===== src/cgr_pkg.sv =====
// Shared types and constants for the color gradient ramp.
package cgr_pkg;

	localparam int MaxStops = 16;
	localparam int IdxW = $clog2(MaxStops);
	localparam int CntW = $clog2(MaxStops + 1);

	typedef logic [IdxW-1:0] idx_t;
	typedef logic [CntW-1:0] cnt_t;

	typedef enum logic [1:0] {
		ST_OK    = 2'd0,
		ST_FULL  = 2'd1,
		ST_DUP   = 2'd2,
		ST_EMPTY = 2'd3
	} status_t;

	typedef enum logic {
		OP_INSERT = 1'b0,
		OP_QUERY  = 1'b1
	} opcode_t;

	typedef enum logic [3:0] {
		S_IDLE,
		S_SCAN_RD,
		S_SCAN_CHK,
		S_SHIFT_RD,
		S_SHIFT_WR,
		S_INS_WR,
		S_Q_RD,
		S_Q_WAIT,
		S_Q_DIV,
		S_Q_MUL,
		S_DONE
	} state_t;

	typedef struct packed {
		logic [15:0] position;
		logic [31:0] color;
	} stop_t;

	typedef struct packed {
		logic [7:0] red;
		logic [7:0] green;
		logic [7:0] blue;
		logic [7:0] alpha;
		logic [1:0] status;
	} result_t;

	typedef struct packed {
		logic        opcode;
		logic [15:0] position;
		logic [7:0]  stop_red;
		logic [7:0]  stop_green;
		logic [7:0]  stop_blue;
		logic [7:0]  stop_alpha;
	} item_t;

endpackage


===== src/cgr_if.sv =====
// Valid/ready channel interfaces for the color gradient ramp.
interface cgr_in_if;
	logic        valid;
	logic        ready;
	logic        opcode;
	logic [15:0] position;
	logic [7:0]  stop_red;
	logic [7:0]  stop_green;
	logic [7:0]  stop_blue;
	logic [7:0]  stop_alpha;
	modport source (output valid, opcode, position, stop_red, stop_green, stop_blue,
		stop_alpha, input ready);
	modport sink (input valid, opcode, position, stop_red, stop_green, stop_blue,
		stop_alpha, output ready);
endinterface

interface cgr_out_if;
	logic       valid;
	logic       ready;
	logic [7:0] red;
	logic [7:0] green;
	logic [7:0] blue;
	logic [7:0] alpha;
	logic [1:0] status;
	modport source (output valid, red, green, blue, alpha, status, input ready);
	modport sink (input valid, red, green, blue, alpha, status, output ready);
endinterface


===== src/cgr_ram.sv =====
// Stop table memory: one write port, one registered read port.
module cgr_ram (
	input  logic          clk,
	input  logic          we,
	input  cgr_pkg::idx_t waddr,
	input  cgr_pkg::stop_t wdata,
	input  cgr_pkg::idx_t raddr,
	output cgr_pkg::stop_t rdata
);
	cgr_pkg::stop_t mem [cgr_pkg::MaxStops];

	// Write and read in one clocked block
	always_ff @(posedge clk) begin
		if (we) mem[waddr] <= wdata;
		rdata <= mem[raddr];
	end
endmodule


===== src/cgr_div.sv =====
// Restoring divider: 32-bit dividend by 17-bit divisor, one quotient bit a cycle.
module cgr_div (
	input  logic        clk,
	input  logic        arst_n,
	input  logic        start,
	input  logic [31:0] num,
	input  logic [16:0] den,
	output logic        busy,
	output logic [15:0] quo
);
	logic [5:0]  cnt_q;
	logic [31:0] num_q;
	logic [16:0] rem_q;
	logic [16:0] den_q;
	logic [15:0] quo_q;
	logic [17:0] trial;

	assign trial = {rem_q, num_q[31]} - {1'b0, den_q};
	assign busy = cnt_q != 6'd0;
	assign quo = quo_q;

	// Advance one quotient bit per cycle
	always_ff @(posedge clk or negedge arst_n) begin
		if (!arst_n) begin
			cnt_q <= '0;
		end else if (start) begin
			cnt_q <= 6'd32;
		end else if (busy) begin
			cnt_q <= cnt_q - 6'd1;
		end
	end

	always_ff @(posedge clk) begin
		if (start) begin
			num_q <= num;
			den_q <= den;
			rem_q <= '0;
			quo_q <= '0;
		end else if (busy) begin
			num_q <= {num_q[30:0], 1'b0};
			if (!trial[17]) begin
				rem_q <= trial[16:0];
				quo_q <= {quo_q[14:0], 1'b1};
			end else begin
				rem_q <= {rem_q[15:0], num_q[31]};
				quo_q <= {quo_q[14:0], 1'b0};
			end
		end
	end
endmodule


===== src/color_gradient_ramp.sv =====
// Top level of the color gradient ramp: sequencer around the stop table.
// One transaction at a time. The stops live in a 16-entry RAM read one entry
// a cycle through a registered read port. An insert scans for its place (a read
// state and a check state per stop visited), then shifts the tail up one entry at
// a time (a read state and a write state per entry moved), then writes the new
// stop; a duplicate or a full table ends it at the scan. A query scans to the
// bracketing stop, then starts the divider for the fraction, waits for it, and
// passes a read state and a blend state; a query at a stop or outside the stops
// returns that stop's color. A result waits in an output register; the next
// transaction is taken once it has been delivered.
module color_gradient_ramp (
	input logic     clk,
	input logic     arst_n,
	cgr_in_if.sink  in_ch,
	cgr_out_if.source out_ch
);
	cgr_pkg::state_t state_q, state_d;
	cgr_pkg::item_t  item_q;
	cgr_pkg::cnt_t   count_q, idx_q, ins_q;
	cgr_pkg::stop_t  prev_q, rdata, wdata;
	cgr_pkg::idx_t   raddr, waddr;
	cgr_pkg::result_t res_q;
	logic            we, out_valid_q;
	logic            div_start, div_busy;
	logic [15:0]     t_q, div_quo;
	logic [31:0]     div_num;
	logic [16:0]     div_den;
	logic signed [15:0] qpos, rpos, ppos;
	logic [31:0]     blend_c;

	assign qpos = item_q.position;
	assign rpos = rdata.position;
	assign ppos = prev_q.position;

	cgr_ram u_ram (.clk(clk), .we(we), .waddr(waddr), .wdata(wdata), .raddr(raddr),
		.rdata(rdata));

	cgr_div u_div (.clk(clk), .arst_n(arst_n), .start(div_start), .num(div_num),
		.den(div_den), .busy(div_busy), .quo(div_quo));

	assign div_num = {16'(qpos - ppos), 16'd0};
	assign div_den = 17'(signed'({rpos[15], rpos}) - signed'({ppos[15], ppos}));

	assign in_ch.ready = (state_q == cgr_pkg::S_IDLE) && !out_valid_q;
	assign out_ch.valid = out_valid_q;
	assign out_ch.red = res_q.red;
	assign out_ch.green = res_q.green;
	assign out_ch.blue = res_q.blue;
	assign out_ch.alpha = res_q.alpha;
	assign out_ch.status = res_q.status;

	// Blend the bracketing colors with the fraction
	always_comb begin
		logic [16:0] tc;
		logic [24:0] v;
		tc = 17'h10000 - {1'b0, t_q};
		blend_c = '0;
		for (int s = 0; s < 4; s++) begin
			v = ({17'd0, prev_q.color[8*s +: 8]} * {8'd0, tc})
				+ ({17'd0, rdata.color[8*s +: 8]} * {9'd0, t_q});
			blend_c[8*s +: 8] = v[23:16];
		end
	end

	// Next state
	always_comb begin
		state_d = state_q;
		unique case (state_q)
			cgr_pkg::S_IDLE:
				if (in_ch.valid && in_ch.ready) begin
					if (in_ch.opcode == cgr_pkg::OP_QUERY)
						state_d = (count_q == '0) ? cgr_pkg::S_DONE : cgr_pkg::S_SCAN_RD;
					else
						state_d = (count_q == '0) ? cgr_pkg::S_INS_WR : cgr_pkg::S_SCAN_RD;
				end
			cgr_pkg::S_SCAN_RD: state_d = cgr_pkg::S_SCAN_CHK;
			cgr_pkg::S_SCAN_CHK:
				if (item_q.opcode == cgr_pkg::OP_INSERT) begin
					if (rpos == qpos) state_d = cgr_pkg::S_DONE;
					else if (rpos > qpos || idx_q == count_q - 1'b1) begin
						if (count_q == cgr_pkg::CntW'(cgr_pkg::MaxStops))
							state_d = cgr_pkg::S_DONE;
						else if (rpos > qpos) state_d = cgr_pkg::S_SHIFT_RD;
						else state_d = cgr_pkg::S_INS_WR;
					end else state_d = cgr_pkg::S_SCAN_RD;
				end else begin
					if (rpos >= qpos || idx_q == count_q - 1'b1) begin
						if (idx_q == '0 || rpos == qpos || rpos < qpos)
							state_d = cgr_pkg::S_DONE;
						else state_d = cgr_pkg::S_Q_DIV;
					end else state_d = cgr_pkg::S_SCAN_RD;
				end
			cgr_pkg::S_SHIFT_RD: state_d = cgr_pkg::S_SHIFT_WR;
			cgr_pkg::S_SHIFT_WR:
				state_d = (idx_q == ins_q + 1'b1) ? cgr_pkg::S_INS_WR : cgr_pkg::S_SHIFT_RD;
			cgr_pkg::S_INS_WR: state_d = cgr_pkg::S_DONE;
			cgr_pkg::S_Q_DIV: state_d = cgr_pkg::S_Q_WAIT;
			cgr_pkg::S_Q_WAIT: if (!div_busy) state_d = cgr_pkg::S_Q_RD;
			cgr_pkg::S_Q_RD: state_d = cgr_pkg::S_Q_MUL;
			cgr_pkg::S_Q_MUL: state_d = cgr_pkg::S_IDLE;
			cgr_pkg::S_DONE: state_d = cgr_pkg::S_IDLE;
			default: state_d = cgr_pkg::S_IDLE;
		endcase
	end

	// Memory access and divider control
	always_comb begin
		raddr = idx_q[cgr_pkg::IdxW-1:0];
		we = 1'b0;
		waddr = idx_q[cgr_pkg::IdxW-1:0];
		wdata = rdata;
		div_start = 1'b0;
		unique case (state_q)
			cgr_pkg::S_SHIFT_RD: raddr = cgr_pkg::IdxW'(idx_q - 1'b1);
			cgr_pkg::S_SHIFT_WR: we = 1'b1;
			cgr_pkg::S_INS_WR: begin
				we = 1'b1;
				wdata.position = item_q.position;
				wdata.color = {item_q.stop_alpha, item_q.stop_blue, item_q.stop_green,
					item_q.stop_red};
			end
			cgr_pkg::S_Q_DIV: div_start = 1'b1;
			default: ;
		endcase
	end

	// Sequencer registers
	always_ff @(posedge clk or negedge arst_n) begin
		if (!arst_n) begin
			state_q <= cgr_pkg::S_IDLE;
			count_q <= '0;
			idx_q <= '0;
			out_valid_q <= 1'b0;
		end else begin
			state_q <= state_d;
			if (out_ch.valid && out_ch.ready) out_valid_q <= 1'b0;
			unique case (state_q)
				cgr_pkg::S_IDLE: if (in_ch.valid && in_ch.ready) idx_q <= '0;
				cgr_pkg::S_SCAN_CHK:
					if (state_d == cgr_pkg::S_SCAN_RD) idx_q <= idx_q + 1'b1;
					else if (state_d == cgr_pkg::S_INS_WR) idx_q <= count_q;
					else if (state_d == cgr_pkg::S_SHIFT_RD) idx_q <= count_q;
				cgr_pkg::S_SHIFT_WR: idx_q <= idx_q - 1'b1;
				cgr_pkg::S_INS_WR: count_q <= count_q + 1'b1;
				default: ;
			endcase
			if (state_q == cgr_pkg::S_DONE || state_q == cgr_pkg::S_Q_MUL)
				out_valid_q <= 1'b1;
		end
	end

	// Shift stop: track the insertion index so the walk down ends there
	always_ff @(posedge clk) begin
		if (state_q == cgr_pkg::S_SCAN_CHK) ins_q <= idx_q;
	end

	// Payload registers
	always_ff @(posedge clk) begin
		if (in_ch.valid && in_ch.ready)
			item_q <= '{opcode: in_ch.opcode, position: in_ch.position,
				stop_red: in_ch.stop_red, stop_green: in_ch.stop_green,
				stop_blue: in_ch.stop_blue, stop_alpha: in_ch.stop_alpha};
		// hold the lower stop of the bracket while the scan moves on
		if (state_q == cgr_pkg::S_SCAN_CHK && state_d == cgr_pkg::S_SCAN_RD) prev_q <= rdata;
		if (state_q == cgr_pkg::S_Q_WAIT && !div_busy) t_q <= div_quo;
		if (state_q == cgr_pkg::S_IDLE && in_ch.valid && in_ch.ready) begin
			res_q <= '{red: 8'hFF, green: 8'hFF, blue: 8'hFF, alpha: 8'hFF,
				status: cgr_pkg::ST_EMPTY};
		end
		if (state_q == cgr_pkg::S_SCAN_CHK) begin
			if (item_q.opcode == cgr_pkg::OP_INSERT)
				res_q <= '{red: 8'd0, green: 8'd0, blue: 8'd0, alpha: 8'd0,
					status: (rpos == qpos) ? cgr_pkg::ST_DUP :
					(count_q == cgr_pkg::CntW'(cgr_pkg::MaxStops)) ? cgr_pkg::ST_FULL :
					cgr_pkg::ST_OK};
			else
				res_q <= '{red: rdata.color[7:0], green: rdata.color[15:8],
					blue: rdata.color[23:16], alpha: rdata.color[31:24],
					status: cgr_pkg::ST_OK};
		end
		if (state_q == cgr_pkg::S_INS_WR)
			res_q <= '{red: 8'd0, green: 8'd0, blue: 8'd0, alpha: 8'd0,
				status: cgr_pkg::ST_OK};
		if (state_q == cgr_pkg::S_Q_MUL)
			res_q <= '{red: blend_c[7:0], green: blend_c[15:8], blue: blend_c[23:16],
				alpha: blend_c[31:24], status: cgr_pkg::ST_OK};
	end
endmodule


===== src/flat_wrapper.sv =====
// flat-port wrapper written by rule: the top's interface ports become plain ports
module color_gradient_ramp_flat 
  (clk, arst_n, in_ch_valid, in_ch_opcode, in_ch_position, in_ch_stop_red, in_ch_stop_green, in_ch_stop_blue, in_ch_stop_alpha, in_ch_ready, out_ch_valid, out_ch_red, out_ch_green, out_ch_blue, out_ch_alpha, out_ch_status, out_ch_ready);
  cgr_in_if in_ch_i ();
  cgr_out_if out_ch_i ();
  input logic clk;
  input logic arst_n;
  input wire logic [$bits(in_ch_i.valid)-1:0] in_ch_valid;
  input wire logic [$bits(in_ch_i.opcode)-1:0] in_ch_opcode;
  input wire logic [$bits(in_ch_i.position)-1:0] in_ch_position;
  input wire logic [$bits(in_ch_i.stop_red)-1:0] in_ch_stop_red;
  input wire logic [$bits(in_ch_i.stop_green)-1:0] in_ch_stop_green;
  input wire logic [$bits(in_ch_i.stop_blue)-1:0] in_ch_stop_blue;
  input wire logic [$bits(in_ch_i.stop_alpha)-1:0] in_ch_stop_alpha;
  output wire logic [$bits(in_ch_i.ready)-1:0] in_ch_ready;
  output wire logic [$bits(out_ch_i.valid)-1:0] out_ch_valid;
  output wire logic [$bits(out_ch_i.red)-1:0] out_ch_red;
  output wire logic [$bits(out_ch_i.green)-1:0] out_ch_green;
  output wire logic [$bits(out_ch_i.blue)-1:0] out_ch_blue;
  output wire logic [$bits(out_ch_i.alpha)-1:0] out_ch_alpha;
  output wire logic [$bits(out_ch_i.status)-1:0] out_ch_status;
  input wire logic [$bits(out_ch_i.ready)-1:0] out_ch_ready;
  assign in_ch_i.valid = in_ch_valid;
  assign in_ch_i.opcode = in_ch_opcode;
  assign in_ch_i.position = in_ch_position;
  assign in_ch_i.stop_red = in_ch_stop_red;
  assign in_ch_i.stop_green = in_ch_stop_green;
  assign in_ch_i.stop_blue = in_ch_stop_blue;
  assign in_ch_i.stop_alpha = in_ch_stop_alpha;
  assign in_ch_ready = in_ch_i.ready;
  assign out_ch_valid = out_ch_i.valid;
  assign out_ch_red = out_ch_i.red;
  assign out_ch_green = out_ch_i.green;
  assign out_ch_blue = out_ch_i.blue;
  assign out_ch_alpha = out_ch_i.alpha;
  assign out_ch_status = out_ch_i.status;
  assign out_ch_i.ready = out_ch_ready;
  color_gradient_ramp u_core (.clk(clk), .arst_n(arst_n), .in_ch(in_ch_i), .out_ch(out_ch_i));
endmodule

===== config.mk =====
export PLATFORM = sky130hd
export DESIGN_NAME = color_gradient_ramp_flat
export DESIGN_NICKNAME = d
export VERILOG_FILES = /design/src/cgr_pkg.sv /design/src/cgr_if.sv /design/src/cgr_ram.sv /design/src/cgr_div.sv /design/src/color_gradient_ramp.sv /design/src/flat_wrapper.sv
export SDC_FILE = /design/constraint.sdc
export NUM_CORES = 2
export LEC_CHECK = 0
export BUFFER_PORTS_ARGS = -buffer_cell sky130_fd_sc_hd__buf_2
export CAP_MARGIN = 20
export CELL_PAD_IN_SITES_DETAIL_PLACEMENT = 1
export CELL_PAD_IN_SITES_GLOBAL_PLACEMENT = 1
export CORE_UTILIZATION = 40
export CTS_CLUSTER_SIZE = 10
export DETAILED_ROUTE_END_ITERATION = 16
export GPL_TIMING_DRIVEN = 0
export PLACE_DENSITY_LB_ADDON = 0.3
export SYNTH_ARGS = -nofsm -noshare
export SYNTH_HDL_FRONTEND = slang
export SYNTH_HIERARCHICAL = 1
export SYNTH_SLANG_ARGS = --single-unit

===== constraint.sdc =====
create_clock -name clk -period 9.1 [get_ports clk]
set_input_delay 0 -clock clk [delete_from_list [all_inputs] [get_ports clk]]
set_output_delay 0 -clock clk [all_outputs]
set_load 0.01 [all_outputs]

==> impl_metrics.json <==
{
  "hold_viol": 0,
  "clockBufferDepth": 3,
  "drive_gt1_frac": 0.110,
  "synth-edff-count": 967,
  "rrSetupSlack_ns": 0.33,
  "grt_overflow_total": 0,
  "critPathTopFamily": "adder cells",
  "top_layer": "met4",
  "outcome": "completed",
  "r2r_end": "u_core/out_ch.green[7]$_DFFE_PP_",
  "slowest_delay_ns": 0.55,
  "synth_seq_cells": 1071,
  "first_pass_iters": 5,
  "critPathMostFrequentCell": "fa_1",
  "grt.total_usage": 0.248,
  "root_buffer": "clkbuf_16",
  "min_from": "in_ch_opcode",
  "r2r-start": "u_core/t_q[1]$_DFFE_PP_",
  "seq_area_sq_um": 31200,
  "grt_max_degree": 34,
  "reg2regPathDepth": 26,
  "synth_commonest_cells": "inv_1 (1076), edfxtp_1 (967), fa_1 (851)",
  "setup_viol_count_final": 0,
  "area_growth_pct": 13.8,
  "yosysTopAreaCell": "edfxtp_1",
  "finClkSkew_ns": 0.0514,
  "die_w_microns": 434,
  "seq_area_frac_synth": 0.417,
  "rows": 158,
  "dieHeight_microns": 434,
  "wl_met3_mm": 12.5,
  "ys_types": 92,
  "clk_latency_ns": 0.80,
  "ant_nets": 0,
  "fmax_mhz": 114,
  "start_util": 0.403,
  "drcViolationCount": 0,
  "synthCells": 6006,
  "n_fill_cell": 19400,
  "vias": 47600,
  "path_clk_slew_ns": 0.06,
  "startpoint": "u_core/t_q[1]$_DFFE_PP_",
  "worst_slew_pin_slew_ns": 1.17,
  "rsz0062_at_grt": "no",
  "crit_type": "reg2reg",
  "fin_crit_sh": 0.963,
  "period_needed_ns": 8.77,
  "grt_pass1_vias": 52500,
  "final_nets": 7676,
  "grt_first_pass_wirelength_mm": 340,
  "wl_met2_mm": 114,
  "cp.arrival_ns": 9.24,
  "synthArstFlopShare": 0.0196,
  "cts_tree": "done",
  "gp_congestion": 0.902,
  "worst-path-max-fanout": 10,
  "cts_sinks": 1071,
  "wl_met1_mm": 92.2,
  "required_ns": 9.57,
  "hold_path_class": "in2reg",
  "antenna_found_initial": 12,
  "drv_slew": 0,
  "dp_hpwl_mm": 173,
  "ys_warn_count": 6,
  "final_util": 0.458,
  "cap_violations": 0,
  "synth_area_leaders": "edfxtp_1 (39%), fa_1 (23%), mux4_2 (5.8%)",
  "wire_per_inst_microns": 25.2,
  "core-area_sq_um": 186000,
  "htree_num_levels": 4,
  "ys.flop_type": "edfxtp_1",
  "dieArea_sq_um": 189000,
  "start_kind": "register",
  "viasPerCell": 5.29,
  "hold_depth": 2,
  "maxSlewHeadroom": 0.222,
  "drt_iter0_markers": 3537,
  "synth_most_common_cell": "inv_1",
  "numCtsBuffers": 130,
  "avgSynthCellArea_sq_um": 12.5,
  "holdPathEnd": "u_core/item_q[48]$_DFFE_PP_",
  "multi_input_area_sq_um": 38600,
  "port-buffer-count": 88,
  "crit_path_end_kind": "register",
  "design.portCount": 89,
  "worst_path_max_delay_cell": "a221oi_1",
  "path_buf_inv": 6,
  "synthesis.area_sq_um": 74800,
  "synth.top_cell.area_share": 0.388,
  "totalWireLength_mm": 227
}
-- stage by stage --
| step | TNS, ns | std cells | hold WS, ns | worst slack, ns | cell area (sq um) |
|---|---|---|---|---|---|
| after floorplan | 0 | 6021 | -0.296 | 1.73 | 74900 |
| after global placement | -113.96 | 8589 | 0.0532 | -1.50 | 78400 |
| after detailed placement | -25.62 | 8665 | 0.0549 | -1.37 | 79700 |
| after CTS | 0 | 8994 | 0.0289 | 0.00316 | 84900 |
| after global routing | 0 | 9004 | 0.0513 | 0.0431 | 85100 |
| final | 0 | 9006 | 0.0604 | 0.333 | 85100 |
-- area by class of cell --
class / count / area share
multi-input cells: 3572 / 0.454
inverters: 1076 / 0.0475
repair buffers: 279 / 0.0332
diodes: 3 / 0.0000882
clock buffers: 202 / 0.0421
clock inverters: 24 / 0.00465
flip-flops and latches: 1071 / 0.367
well taps: 2480 / 0.0365
plain buffers: 299 / 0.0151
-- worst max path at each step --
stage	to	slack, ns	cells after the start
detailed placement	u_core/out_ch.alpha[6]$_DFFE_PP_	-1.37	27
floorplan	u_core/out_ch.red[6]$_DFFE_PP_	1.73	29
global placement	u_core/out_ch.green[7]$_DFFE_PP_	-1.50	26
CTS	u_core/out_ch.blue[6]$_DFFE_PP_	0.003	28
finish	u_core/out_ch.green[7]$_DFFE_PP_	0.33	26
global route	u_core/out_ch.green[7]$_DFFE_PP_	0.04	27
-- logic make-up after synthesis --
group / Yosys count / synth area share
adders and majority gates: 1194 / 0.285
and+or+nand+nor: 1519 / 0.101
other: 1 / 0.0000501
AOI/OAI and AO/OA: 444 / 0.0409
buffers and inverters: 1378 / 0.0706
muxes: 263 / 0.0684
DFF: 1071 / 0.417
xor gates and xnor gates: 136 / 0.0162
-- sequential cells by signal, indices dropped and copies added (netlist names), 6 cells and up --
signal / count
u_core/t_q: 16
u_core/u_div/cnt_q: 6
u_core/out_ch.green: 8
u_core/u_ram/mem: 768
u_core/qpos: 16
u_core/item_q: 33
u_core/u_div/quo: 16
u_core/out_ch.red: 8
u_core/u_ram/rdata: 48
u_core/out_ch.alpha: 8
u_core/u_div/den_q: 17
u_core/u_div/num_q: 32
u_core/prev_q: 32
u_core/ppos: 16
u_core/out_ch.blue: 8
u_core/u_div/rem_q: 17
-- layer usage --
layer  track usage  up-vias
li1              -    20600
met1         0.319    25300
met2         0.425     1386
met3        0.0341      341
met4        0.0899        0
met5             0        -
-- worst register-to-register path: stages, from the launching register on --
cell,delay [ns]
edfxtp_1,0.41
buf_12,0.17
inv_1,0.08
ha_1,0.27
nand3b_1,0.30
nor3_4,0.34
xnor2_2,0.24
clkbuf_2,0.50
nand2_1,0.16
fa_1,0.54
fa_1,0.52
fa_1,0.53
inv_1,0.06
fa_1,0.50
fa_1,0.49
inv_1,0.05
fa_1,0.47
inv_1,0.04
ha_1,0.20
or4_1,0.47
a221oi_1,0.55
o41ai_2,0.29
a221oi_2,0.54
o211ai_1,0.24
a21oi_1,0.23
xnor2_1,0.14
o22ai_1,0.12
-- layout by cell type, fill, tap and decap left out, types with 21 or more instances in the layout --
master         count
a21o_1            21
a21oi_1          116
a22oi_1           99
and2_1           534
buf_1             22
buf_2            110
buf_4             37
buf_6             28
clkbuf_1         284
clkbuf_16        131
dfrtp_1           21
dfxtp_1           83
dlygate4sd3_1    102
edfxtp_1         967
fa_1             851
ha_1             343
inv_1           1076
mux2_2            63
mux4_2           192
nand2_1          690
nand3_1           35
nor2_1            71
nor3_1            36
o21ai_0           38
o22ai_1           34
xnor2_1           90
xor2_1            41
-- timing repair --
| action | 4_1_cts | 5_1_grt |
|---|---|---|
| hold buffers | 103 | 0 |
| buffers inserted | 1 | 5 |
| endpoints found under the hold margin | 93 | 0 |
| pin swaps | 0 | 1 |
| endpoints found under the setup margin | 32 | 21 |
| resized for setup | 37 | 19 |
Power is left out: the tool's default activity adds up to more than one toggle a clock period on the data nets, which glitch-free logic cannot reach.
